## src/rtl/gtg_pkg.sv

```systemverilog
// ----------------------------------------------------------------------------
// gtg_pkg
// Shared constants and the arctangent table of the go-to-goal controller.
// ----------------------------------------------------------------------------
`default_nettype none
package gtg_pkg;
  localparam int GTG_CORDIC_STEPS = 16;
  localparam int GTG_MAX_STEPS = 32;
  localparam int ANG_W = 36;      // Q2.30 angles with headroom
  localparam int VEC_W = 40;      // CORDIC x/y datapath
  localparam logic signed [ANG_W-1:0] ANG_PI = 36'sd3373259426;
  localparam logic signed [ANG_W-1:0] ANG_TWO_PI = 36'sd6746518852;
  localparam logic [29:0] GAIN_INV = 30'd652032874;

  localparam logic [2:0] REG_GOAL_X = 3'd0;
  localparam logic [2:0] REG_GOAL_Y = 3'd1;
  localparam logic [2:0] REG_TOL    = 3'd2;
  localparam logic [2:0] REG_SGAIN  = 3'd3;
  localparam logic [2:0] REG_TGAIN  = 3'd4;

  function automatic logic [29:0] atan_lut(input logic [4:0] i);
    logic [29:0] v;
    case (i)
      5'd0: v = 30'd843314856;  5'd1: v = 30'd497837829;
      5'd2: v = 30'd263043836;  5'd3: v = 30'd133525158;
      5'd4: v = 30'd67021687;   5'd5: v = 30'd33543515;
      5'd6: v = 30'd16775850;   5'd7: v = 30'd8388437;
      5'd8: v = 30'd4194282;    5'd9: v = 30'd2097149;
      5'd10: v = 30'd1048575;   5'd11: v = 30'd524287;
      5'd12: v = 30'd262143;    5'd13: v = 30'd131071;
      5'd14: v = 30'd65535;     5'd15: v = 30'd32767;
      5'd16: v = 30'd16383;     5'd17: v = 30'd8191;
      5'd18: v = 30'd4095;      5'd19: v = 30'd2047;
      5'd20: v = 30'd1023;      5'd21: v = 30'd511;
      5'd22: v = 30'd255;       5'd23: v = 30'd127;
      5'd24: v = 30'd63;        5'd25: v = 30'd31;
      5'd26: v = 30'd15;        5'd27: v = 30'd7;
      5'd28: v = 30'd3;         5'd29: v = 30'd1;
      default: v = 30'd0;
    endcase
    return v;
  endfunction
endpackage
`default_nettype wire

```

## src/rtl/gtg_cordic.sv

```systemverilog
// ----------------------------------------------------------------------------
// gtg_cordic
// Iterative CORDIC vectoring unit: one micro-rotation per cycle.
// ----------------------------------------------------------------------------
`default_nettype none
module gtg_cordic import gtg_pkg::*; #(
  parameter int STEPS = GTG_CORDIC_STEPS
) (
  input  wire logic                    clk,
  input  wire logic                    rst_n,
  input  wire logic                    start,
  input  wire logic signed [VEC_W-1:0] x_in,
  input  wire logic signed [VEC_W-1:0] y_in,
  output logic                         done,
  output logic signed [ANG_W-1:0]      angle,
  output logic signed [VEC_W-1:0]      x_out
);
  localparam int CW = $clog2(STEPS + 1);
  logic signed [VEC_W-1:0] x_r, y_r, x_nxt, y_nxt;
  logic signed [ANG_W-1:0] z_r, z_nxt;
  logic [CW-1:0] cnt_r;
  logic busy_r, done_r;
  logic [4:0] sh;
  logic signed [VEC_W-1:0] xs, ys;
  logic signed [ANG_W-1:0] at;

  assign sh = 5'(cnt_r);
  assign xs = x_r >>> sh;
  assign ys = y_r >>> sh;
  assign at = ANG_W'($signed({1'b0, atan_lut(sh)}));

  always_comb begin
    if (!y_r[VEC_W-1]) begin
      x_nxt = x_r + ys; y_nxt = y_r - xs; z_nxt = z_r + at;
    end else begin
      x_nxt = x_r - ys; y_nxt = y_r + xs; z_nxt = z_r - at;
    end
  end

  always_ff @(posedge clk) begin
    if (!rst_n) begin
      busy_r <= 1'b0; done_r <= 1'b0; cnt_r <= '0;
    end else begin
      // zero vector finishes at once; otherwise after the last step
      done_r <= (start && x_in == '0 && y_in == '0) ||
                (!start && busy_r && cnt_r == CW'(STEPS - 1));
      if (start) begin
        cnt_r <= '0;
        if (x_in == '0 && y_in == '0) begin
          x_r <= '0; y_r <= '0; z_r <= '0; busy_r <= 1'b0;
        end else if (x_in[VEC_W-1]) begin
          busy_r <= 1'b1;
          x_r <= -x_in; y_r <= -y_in;
          z_r <= y_in[VEC_W-1] ? -ANG_PI : ANG_PI;
        end else begin
          busy_r <= 1'b1;
          x_r <= x_in; y_r <= y_in; z_r <= '0;
        end
      end else if (busy_r) begin
        x_r <= x_nxt; y_r <= y_nxt; z_r <= z_nxt;
        if (cnt_r == CW'(STEPS - 1)) begin
          busy_r <= 1'b0;
        end
        cnt_r <= cnt_r + 1'b1;
      end
    end
  end

  assign done = done_r;
  assign angle = z_r;
  assign x_out = x_r;
endmodule
`default_nettype wire

```

## src/rtl/go_to_goal_p_controller_core.sv

```systemverilog
// ----------------------------------------------------------------------------
// go_to_goal_p_controller_core
// Proportional go-to-goal controller on odometry samples.
// ----------------------------------------------------------------------------
// Usage:
//   in_*  : one odometry request (position, quaternion z/w), valid/stall.
//   out_* : one or two command results per request, valid/stall.
//   cfg_* : register writes (goal, tolerance, gains), index/data, valid/ready.
// Steps: two vectoring passes in turn on the shared iterative CORDIC,
//   a bit-serial gain correction of the magnitude, then both gain
//   products side by side. A zero offset or zero quaternion skips the
//   CORDIC iterations.
// Requests are taken one at a time: a new one is held off until the
//   results of the last are taken. After arrival a request goes
//   straight to the stop state, which then registers the stop result.
// Reset clears the arrived flag and loads register defaults.
// A stalled result holds until taken; in_stall stays high meanwhile.
// ----------------------------------------------------------------------------
`default_nettype none
module go_to_goal_p_controller_core import gtg_pkg::*; #(
  parameter int CORDIC_STEPS = GTG_CORDIC_STEPS
) (
  input  wire logic               clk,
  input  wire logic               rst_n,
  input  wire logic               in_valid,
  output logic                    in_stall,
  input  wire logic signed [31:0] in_robot_x,
  input  wire logic signed [31:0] in_robot_y,
  input  wire logic signed [15:0] in_quat_z,
  input  wire logic signed [15:0] in_quat_w,
  output logic                    out_valid,
  input  wire logic               out_stall,
  output logic signed [31:0]      out_linear_speed,
  output logic signed [31:0]      out_angular_rate,
  output logic                    out_arrived,
  output logic                    out_last_of_run,
  input  wire logic               cfg_valid,
  output logic                    cfg_ready,
  input  wire logic [2:0]         cfg_index,
  input  wire logic [31:0]        cfg_data
);
  typedef enum logic [3:0] {
    S_IDLE, S_POS, S_POS_W, S_MAG, S_QUAT, S_QUAT_W, S_ERR, S_MUL, S_OUT, S_STOP
  } state_t;

  state_t state_r;
  logic signed [31:0] goal_x_r, goal_y_r;
  logic [30:0] tol_r;
  logic [15:0] sgain_r, tgain_r;
  logic arrived_r;
  logic signed [31:0] rx_r, ry_r;
  logic signed [15:0] qz_r, qw_r;
  logic signed [ANG_W-1:0] bearing_r, err_r;
  logic [VEC_W-1:0] magx_r;
  logic [33:0] dist_r;
  // bit-serial multiplier: acc += (mcand << k) when multiplier bit k set
  logic [4:0] bit_r;
  logic [63:0] mag_acc_r;
  logic [71:0] sp_acc_r;
  logic signed [71:0] rt_acc_r;
  logic [1:0] mphase_r;
  logic near_r;
  logic signed [31:0] spd_r, rate_r;

  logic cs_start, cs_done;
  logic signed [VEC_W-1:0] cs_x, cs_y, cs_xo;
  logic signed [ANG_W-1:0] cs_ang;

  gtg_cordic #(.STEPS(CORDIC_STEPS)) u_cordic (
    .clk(clk), .rst_n(rst_n), .start(cs_start), .x_in(cs_x), .y_in(cs_y),
    .done(cs_done), .angle(cs_ang), .x_out(cs_xo)
  );

  always_comb begin
    cs_start = (state_r == S_POS) || (state_r == S_QUAT);
    if (state_r == S_POS) begin
      cs_x = VEC_W'(goal_x_r) - VEC_W'(rx_r);
      cs_y = VEC_W'(goal_y_r) - VEC_W'(ry_r);
    end else begin
      cs_x = VEC_W'($signed({qw_r, 16'd0}));
      cs_y = VEC_W'($signed({qz_r, 16'd0}));
    end
  end

  assign cfg_ready = 1'b1;
  assign in_stall = (state_r != S_IDLE);

  logic signed [ANG_W-1:0] e0, e1, e2;
  logic [71:0] sp_r2;
  logic signed [71:0] rt_r2;
  always_comb begin
    e0 = bearing_r - (cs_ang <<< 1);
    // error can reach nearly three half-turns either way: up to two folds
    e1 = e0;
    if (e0 >= ANG_PI) e1 = e0 - ANG_TWO_PI;
    else if (e0 < -ANG_PI) e1 = e0 + ANG_TWO_PI;
    e2 = e1;
    if (e1 >= ANG_PI) e2 = e1 - ANG_TWO_PI;
    else if (e1 < -ANG_PI) e2 = e1 + ANG_TWO_PI;
    sp_r2 = sp_acc_r + 72'd128;
    rt_r2 = rt_acc_r + 72'sd2097152;
  end

  always_ff @(posedge clk) begin
    if (!rst_n) begin
      state_r <= S_IDLE; arrived_r <= 1'b0; out_valid <= 1'b0;
      goal_x_r <= '0; goal_y_r <= '0; tol_r <= 31'd6554;
      sgain_r <= 16'd256; tgain_r <= 16'd256;
    end else begin
      if (cfg_valid) begin
        case (cfg_index)
          REG_GOAL_X: goal_x_r <= cfg_data;
          REG_GOAL_Y: goal_y_r <= cfg_data;
          REG_TOL:    tol_r <= cfg_data[30:0];
          REG_SGAIN:  sgain_r <= cfg_data[15:0];
          REG_TGAIN:  tgain_r <= cfg_data[15:0];
          default: ;
        endcase
      end
      case (state_r)
        S_IDLE: if (in_valid) begin
          rx_r <= in_robot_x; ry_r <= in_robot_y;
          qz_r <= in_quat_z; qw_r <= in_quat_w;
          state_r <= arrived_r ? S_STOP : S_POS;
        end
        S_POS: state_r <= S_POS_W;
        S_POS_W: if (cs_done) begin
          bearing_r <= cs_ang;
          magx_r <= cs_xo[VEC_W-1] ? '0 : cs_xo;
          mag_acc_r <= '0; bit_r <= '0; state_r <= S_MAG;
        end
        S_MAG: begin
          // 30 multiplier bits, one per cycle
          if (GAIN_INV[bit_r]) mag_acc_r <= mag_acc_r + (64'(magx_r) << bit_r);
          if (bit_r == 5'd29) state_r <= S_QUAT;
          bit_r <= bit_r + 1'b1;
        end
        S_QUAT: begin
          dist_r <= 34'((mag_acc_r + 64'd536870912) >> 30);
          state_r <= S_QUAT_W;
        end
        S_QUAT_W: if (cs_done) begin
          err_r <= e2; state_r <= S_MUL; bit_r <= '0;
          sp_acc_r <= '0; rt_acc_r <= '0;
          near_r <= ({1'b0, dist_r} <= {4'd0, tol_r});
        end
        S_ERR: state_r <= S_MUL;
        S_MUL: begin
          if (sgain_r[bit_r[3:0]]) sp_acc_r <= sp_acc_r + (72'(dist_r) << bit_r[3:0]);
          if (tgain_r[bit_r[3:0]])
            rt_acc_r <= rt_acc_r + (72'(err_r) <<< bit_r[3:0]);
          if (bit_r == 5'd15) state_r <= S_OUT;
          bit_r <= bit_r + 1'b1;
        end
        S_OUT: begin
          if (!out_valid) begin
            spd_r <= ((sp_r2 >> 8) > 72'h7FFFFFFF) ? 32'sh7FFFFFFF : 32'(sp_r2 >> 8);
            if ((rt_r2 >>> 22) > 72'sh7FFFFFFF) rate_r <= 32'sh7FFFFFFF;
            else if ((rt_r2 >>> 22) < -72'sh80000000) rate_r <= 32'sh80000000;
            else rate_r <= 32'(rt_r2 >>> 22);
            out_arrived <= 1'b0; out_last_of_run <= !near_r;
            out_valid <= 1'b1;
          end else if (!out_stall) begin
            out_valid <= 1'b0;
            if (near_r) begin
              arrived_r <= 1'b1; state_r <= S_STOP;
            end else state_r <= S_IDLE;
          end
        end
        S_STOP: begin
          if (!out_valid) begin
            spd_r <= '0; rate_r <= '0; out_arrived <= 1'b1; out_last_of_run <= 1'b1;
            out_valid <= 1'b1;
          end else if (!out_stall) begin
            out_valid <= 1'b0; state_r <= S_IDLE;
          end
        end
        default: state_r <= S_IDLE;
      endcase
    end
  end

  assign out_linear_speed = spd_r;
  assign out_angular_rate = rate_r;
endmodule
`default_nettype wire

```

## config.mk

```make
export PLATFORM = sky130hd
export DESIGN_NAME = go_to_goal_p_controller_core
export DESIGN_NICKNAME = d
export VERILOG_FILES = /design/src/rtl/gtg_pkg.sv /design/src/rtl/gtg_cordic.sv /design/src/rtl/go_to_goal_p_controller_core.sv
export SDC_FILE = /design/constraint.sdc
export NUM_CORES = 2
export LEC_CHECK = 0
export BUFFER_PORTS_ARGS = -buffer_cell sky130_fd_sc_hd__buf_4
export CAP_MARGIN = 10
export CORE_MARGIN = 2
export CORE_UTILIZATION = 35
export DETAILED_ROUTE_END_ITERATION = 12
export SLEW_MARGIN = 20
export SYNTH_ARGS = -nofsm -noshare
export SYNTH_HDL_FRONTEND = slang
export SYNTH_SLANG_ARGS = --single-unit
```

## constraint.sdc

```tcl
create_clock -name clk -period 13.7 [get_ports clk]
set_input_delay 0.685 -clock clk [delete_from_list [all_inputs] [get_ports clk]]
set_output_delay 0.685 -clock clk [all_outputs]
set_load 0.05 [all_outputs]
```

Word-level counts from Yosys, hierarchy flattened:

Memories as Yosys holds them, arrays and structs flattened. A register that Yosys moved wholly into a read port is not among the register bits.
Index checks and enable logic that the tools add are counted.
W data, S select, Z words.

* equality and inequality tests: 31
* reduce and logical (&&, ||, !) cells: 40
* $lt $le $gt $ge: 10
* bitwise operators: 2
* mux-type cells: 71
* shifts and indexed selects: 5
* add/subtract/negate cells: 23

Operator list (number)
* $mux W40: 12
* $mux W36: 10
* $pmux W72 S2: 2
* $mux W72: 3
* $mux W32: 6
* $add A72 B72 Y72: 2
* $mux W64: 2
* $pmux W32 S2: 2
* $pmux W64 S2: 1
* $add A40 B40 Y40: 2
* $logic_not A40 Y1: 2
* $neg A40 Y40: 2
* $sshr A40 B5 Y40: 2
* $sub A40 B40 Y40: 2
* $add A36 B34 Y36 const B: 2
* $add A72 B23 Y72 const B: 1
* $add A72 B8 Y72 const B: 1
* $ge A36 B33 Y1 const B: 2
* $lt A36 B33 Y1 const B: 2
* $shl A34 B4 Y72: 1
* $sshl A36 B4 Y72: 1
* $sub A36 B34 Y36 const B: 2
* $sub A32 B32 Y33: 2
* $add A64 B30 Y64 const B: 1
* other kinds (43): 117

* memories kept: 2
* bits in registers: 778
* ROM bits: 992
* bits of input ports: 136
* output and inout port bits: 69

Memory list
* (name not given): words 32, width 30, read ports 1, clocked after memory_dff 1, write ports 0, RTL line gtg_pkg.sv:23 `case (i)`
* (name not given): words 32, width 1, read ports 1, clocked after memory_dff 1, write ports 0, RTL line go_to_goal_p_controller_core.sv:134 `if (GAIN_INV[bit_r]) mag_acc_r <= mag_acc_r + (64'(magx_r) << bit_r);`

Logic depth before layout (Yosys ltp):

* word-level depth: 7
* gate-level depth with buffers: 36
* mapped depth without buffers: 33

Cells and area by module:

From an unflattened synthesis, not the netlist that was laid out.

* cell total of the unflattened synthesis: 8063
* area, all modules: 72061.6 µm²

Modules (own cells, without submodules)
* go_to_goal_p_controller_core: instances 1, area each 49801.5 µm², sequential area each 18327.6 µm², cells each 5515
* gtg_cordic: instances 1, area each 22260.1 µm², sequential area each 4224.1 µm², cells each 2548

Worst setup path before layout:

OpenSTA, ideal clock, no wires.

* path kind: register -> register
* start: register state_r[0]
* end: register bearing_r[0], enable pin
* setup slack: 5087 ps
* stages on the path, launching flop included: 4
* required time: 13007 ps
* data arrival time: 7920 ps
* path buffers: 2
* cells stage by stage: dfxtp_1 > clkbuf_1 > buf_1 > nor4_1

* cells in the longest elaborated chain, start to end: 2

RTL lines
* start, declared: RTL line go_to_goal_p_controller_core.sv:46 `state_t state_r;`
* start signal, assigned: RTL line go_to_goal_p_controller_core.sv:124 `state_r <= arrived_r ? S_STOP : S_POS;`
* $eq A4 B2 Y1: RTL line go_to_goal_p_controller_core.sv:120 `case (state_r)`
* $reduce_and A3 Y1 (no line)
* end signal, assigned: RTL line go_to_goal_p_controller_core.sv:128 `bearing_r <= cs_ang;`
* end, declared: RTL line go_to_goal_p_controller_core.sv:53 `logic signed [ANG_W-1:0] bearing_r, err_r;`

No other way between the ends.
A chain may end at the register's enable or synchronous reset.

Final worst setup path:

* start: register u_cordic.cnt_r[1]
* end: register u_cordic.y_r[38], data pin

* cells in the longest elaborated chain, start to end: 5

RTL lines
* start, declared: RTL line gtg_cordic.sv:21 `logic [CW-1:0] cnt_r;`
* start signal, assigned: RTL line gtg_cordic.sv:64 `cnt_r <= cnt_r + 1'b1;`
* $sshr A40 B5 Y40 *: RTL line gtg_cordic.sv:28 `assign xs = x_r >>> sh;`
* $sub A40 B40 Y40 / $add A40 B40 Y40 (equally long branches): RTL line gtg_cordic.sv:34, gtg_cordic.sv:36
* $mux W40 *: RTL line gtg_cordic.sv:33 `if (!y_r[VEC_W-1]) begin`
* $mux W40 *: RTL line gtg_cordic.sv:59 `end else if (busy_r) begin`
* $mux W40 *: RTL line gtg_cordic.sv:47 `if (start) begin`
* end signal, assigned: RTL line gtg_cordic.sv:53 `x_r <= -x_in; y_r <= -y_in;`
* end signal, assigned: RTL line gtg_cordic.sv:60 `x_r <= x_nxt; y_r <= y_nxt; z_r <= z_nxt;`
* end, declared: RTL line gtg_cordic.sv:19 `logic signed [VEC_W-1:0] x_r, y_r, x_nxt, y_nxt;`

Mark *: on every way between the ends. The rest lies on a longest branch, timed or not. The select of a mux whose other input is x is not followed.

==> results_tabular.tex <==
\begin{tabular}{lr}
\hline
Metric & Value \\
\hline
\multicolumn{2}{l}{\textbf{Global routing}} \\
\quad GRT Residual Overflow & 0 \\
\quad Met2 Usage GRT & 33.6\% \\
\quad Maximum number of pins on one net before global-route repair & 136 \\
\quad Wire length of the first global-routing pass & 336000 um \\
\quad Most heavily used metal layer in global routing & met2 \\
\quad Fraction of met1 tracks used by global routing & 27.9\% \\
\quad Number of antenna violations at the first check in global routing & 23 \\
\quad Vias in the first global route & 56877 \\
\quad Total routing resource utilization after global routing & 21.0\% \\
\quad Grt met3 use & 2.65\% \\
\multicolumn{2}{l}{\textbf{Clock tree}} \\
\quad Post-CTS Setup Bufs & 0 \\
\quad CTS tree & built \\
\quad Clock transition at the registers of the reported paths & 0.07 ns \\
\quad Clock latency of the later-clocked register in the worst-skew pair & 0.76 ns \\
\quad Cell at the root of the clock tree & clkbuf\_16 \\
\quad Clock sinks & 808 \\
\quad Resized Gates After CTS & 0 \\
\quad CTS H-tree lvls & 3 \\
\quad Largest buffer count on any clock path & 3 \\
\quad Cts bufs inserted & 100 \\
\quad Hold buffers post-CTS & 0 \\
\multicolumn{2}{l}{\textbf{Setup path}} \\
\quad Endpoint class of the critical path & flip-flop \\
\quad Launching element type of the critical path & flip-flop \\
\quad Critical path start-end classification & flip-flop to flip-flop \\
\quad Required arrival time at the worst endpoint & 14.22 ns \\
\quad Stage delay of the slowest cell on the critical path & 0.73 ns \\
\quad Startpoint of the most critical register-to-register path & u\_cordic.cnt\_r[1] \\
\quad Arrival time reported for the critical path endpoint & 8.86 ns \\
\quad Reg-to-reg critical path endpoint & u\_cordic.y\_r[38] \\
\quad Source of the critical timing path & u\_cordic.cnt\_r[1] \\
\quad Setup slack of the worst register-to-register path & 5.36 ns \\
\quad Cell at the slowest stage of the critical path & dfxtp\_4 \\
\quad Reg2reg path depth & 29 \\
\quad Most common cell on crit path & o21a\_1 \\
\quad Critical path endpoint & u\_cordic.y\_r[38] \\
\quad Largest fanout on the critical path & 47 \\
\multicolumn{2}{l}{\textbf{Pwr}} \\
\quad Largest vdd supply drop & 0.248 mV \\
\quad Final total power & 20.8 mW \\
\quad Leak Pwr & 29.3 nW \\
\quad Total power divided by cell area & 271 nW/um\^{}2 \\
\multicolumn{2}{l}{\textbf{Timing}} \\
\quad Final max-slew violation count & 0 \\
\quad Largest clock skew in the final design & 0.0371 ns \\
\quad Setup repair after global routing missed its margin & false \\
\quad Slew at the pin closest to its max-slew limit & 1.10 ns \\
\quad Relative max-transition margin & 26.4\% \\
\quad Final period utilization & 60.9\% \\
\quad Number of hold-slack violations in the final timing report & 0 \\
\quad Maximum achievable frequency & 0.120 GHz \\
\quad Number of endpoints failing setup at the final stage & 0 \\
\quad Minimum clock period & 8.34 ns \\
\quad Final TNS setup & 0 ns \\
\multicolumn{2}{l}{\textbf{Floorplanning}} \\
\quad Die span in y & 449 um \\
\quad Placeable core region & 197000 sq um \\
\quad Initial core utilization & 35.2\% \\
\quad DIE WIDTH & 449 um \\
\quad Number of top-level pins & 205 \\
\quad Floorplan row count & 163 \\
\quad Die area & 202000 sq um \\
\multicolumn{2}{l}{\textbf{Synth}} \\
\quad Instance count of the mapped netlist & 7970 \\
\quad Number of flops mapped to enable cells by yosys & 637 \\
\quad Distinct cells, synth & 113 \\
\quad Average instance area after synthesis & 8.71 sq um \\
\quad Sequential cell area fraction in the yosys report & 32.5\% \\
\quad Fraction of synthesis flops using an asynchronous set or reset pin & 0\% \\
\quad Commonest register cell after synthesis & edfxtp\_1 \\
\quad Number of synthesized register bits & 808 \\
\quad Mapped cell area & 69400 sq um \\
\quad Yosys warning total & 0 \\
\quad Synth Net Count & 8570 \\
\multicolumn{2}{l}{\textbf{Drt}} \\
\quad Vias per std cell & 5.64 \\
\quad DRC violation count after routing & 0 \\
\quad Number of detailed-routing iterations run before antenna repair & 6 \\
\quad Number of routed nets with antenna violations & 0 \\
\quad WL per Instance & 20.6 um \\
\quad Wire length after detailed routing & 221000 um \\
\quad DR iter-0 viols & 5452 \\
\quad Number of vias in the routed layout & 60441 \\
\multicolumn{2}{l}{\textbf{Worst hold path}} \\
\quad Hold Path Depth & 1 \\
\quad Min-Delay Path Class & input port to flip-flop \\
\multicolumn{2}{l}{\textbf{Cells and area}} \\
\quad Leading cell type in the layout, fill and taps excluded & nand2\_1 \\
\quad Nets & 8573 \\
\quad Final standard cell utilization of the core & 39.0\% \\
\quad Area added between synthesis and finish & 10.8\% \\
\quad Leading cell types in the layout, fill and taps excluded & 887 x nand2\_1, 789 x nor2\_1, 746 x a21oi\_1, 637 x edfxtp\_1, 455 x ha\_1 \\
\quad Layout cells sized above 1 & 9.50\% \\
\multicolumn{2}{l}{\textbf{Job}} \\
\quad Max-Cap Viols & 0 \\
\multicolumn{2}{l}{\textbf{Placed design}} \\
\quad Detail Placement HPWL & 171000 um \\
\quad Final GP Congestion & 0.950 \\
\quad Port Buffer Count & 203 \\
\multicolumn{2}{l}{\textbf{Outcome}} \\
\quad Status & finished, final reports clean \\
\hline
\end{tabular}
==> synth_stat cells (194+ instances only) <==
| cell type | number | share of area, % |
|---|---|---|
| a21o_1 | 194 | 2.1 |
| a21oi_1 | 748 | 5.4 |
| o21ai_0 | 449 | 3.2 |
| nor2_1 | 790 | 4.3 |
| edfxtp_1 | 637 | 28 |
| xor2_1 | 270 | 3.4 |
| xnor2_1 | 375 | 4.7 |
| inv_1 | 302 | 1.6 |
| nand2_1 | 890 | 4.8 |
| ha_1 | 455 | 8.2 |
| mux2i_1 | 255 | 3.7 |
| clkbuf_1 | 286 | 1.5 |
==> critical path, delay by kind of cell (launching register included) <==
family,cells,cell delay [ns]
AOI/OAI and AO/OA,15,3.70
xor gates and xnor gates,2,0.33
adders and majority gates,1,0.31
buffers and inverters,3,0.87
DFF,1,0.73
muxes,3,1.28
and+or+nand+nor,5,0.86
==> state kept, by name (all words and copies together), names as in the netlist, 31 cells and up, named ones only <==
name	count
u_cordic.y_r	40
rx_r	32
bearing_r	36
magx_r	39
err_r	36
sp_acc_r	72
ry_r	32
out_linear_speed	32
tol_r	31
goal_y_r	32
u_cordic.angle	36
u_cordic.x_out	40
dist_r	34
rt_acc_r	72
mag_acc_r	64
out_angular_rate	32
goal_x_r	32
==> worst min-delay path by stage <==
stage,from,endpoint,slack (ns)
after floorplan,bearing_r[0],err_r[0],0.40
after global placement,sgain_r[7],sgain_r[7],0.44
after detailed placement,sgain_r[14],sgain_r[14],0.45
after CTS,in_robot_y[28],ry_r[28],0.06
after global routing,in_quat_z[0],qz_r[0],0.07
final,in_robot_y[28],ry_r[28],0.10
==> cell type report <==
cell class              instances  area [sq um]
fillers                     19810        120000
multi-input cells            6487         44400
flip-flops and latches        808         22600
well taps                    2640          3300
clock buffers                 120          2680
repair buffers                268          2050
inverters                     308          1160
clock inverters                65           707
diodes                         16          40.0
==> logic make-up (layout without fill, tap and decap cells) <==
logic type                 Yosys count  in the layout  share of synthesized area, %
AOI/OAI and AO/OA                 2141           2141                          19.4
xor gates and xnor gates           649            649                          8.24
adders and majority gates          464            464                          8.46
buffers and inverters              675            761                          3.74
DFF                                808            808                          32.5
muxes                              451            451                          8.99
other                                2             18                        0.0108
and+or+nand+nor                   2780           2780                          18.6
==> power breakdown <==
| group | leakage, nW | total (mW) | internal, mW | switching, mW |
|---|---|---|---|---|
| Sequential | 7.12 | 4.02 | 3.57 | 0.459 |
| Combinational | 20.5 | 14.0 | 5.53 | 8.51 |
| Clock | 1.64 | 2.74 | 1.56 | 1.18 |
| Total | 29.3 | 20.8 | 10.7 | 10.1 |
==> per-layer routing <==
metal	vias up	part of all wire, %
li1	29235	-
met1	28862	44
met2	1956	45
met3	384	5.8
met4	4	5.1
met5	-	0.010
==> stage by stage <==
step | hold WS (ns) | instance area, sq um | setup WS (ns) | instances
5_1_grt | 0.0717 | 76900 | 4.92 | 10708
2_1_floorplan | 0.400 | 69400 | 5.09 | 7970
3_3_place_gp | 0.439 | 73400 | 5.62 | 10510
6_report | 0.104 | 76900 | 5.36 | 10712
4_1_cts | 0.0565 | 76800 | 5.48 | 10695
3_5_place_dp | 0.445 | 73400 | 5.49 | 10510
(Power assumes the default switching activity.)
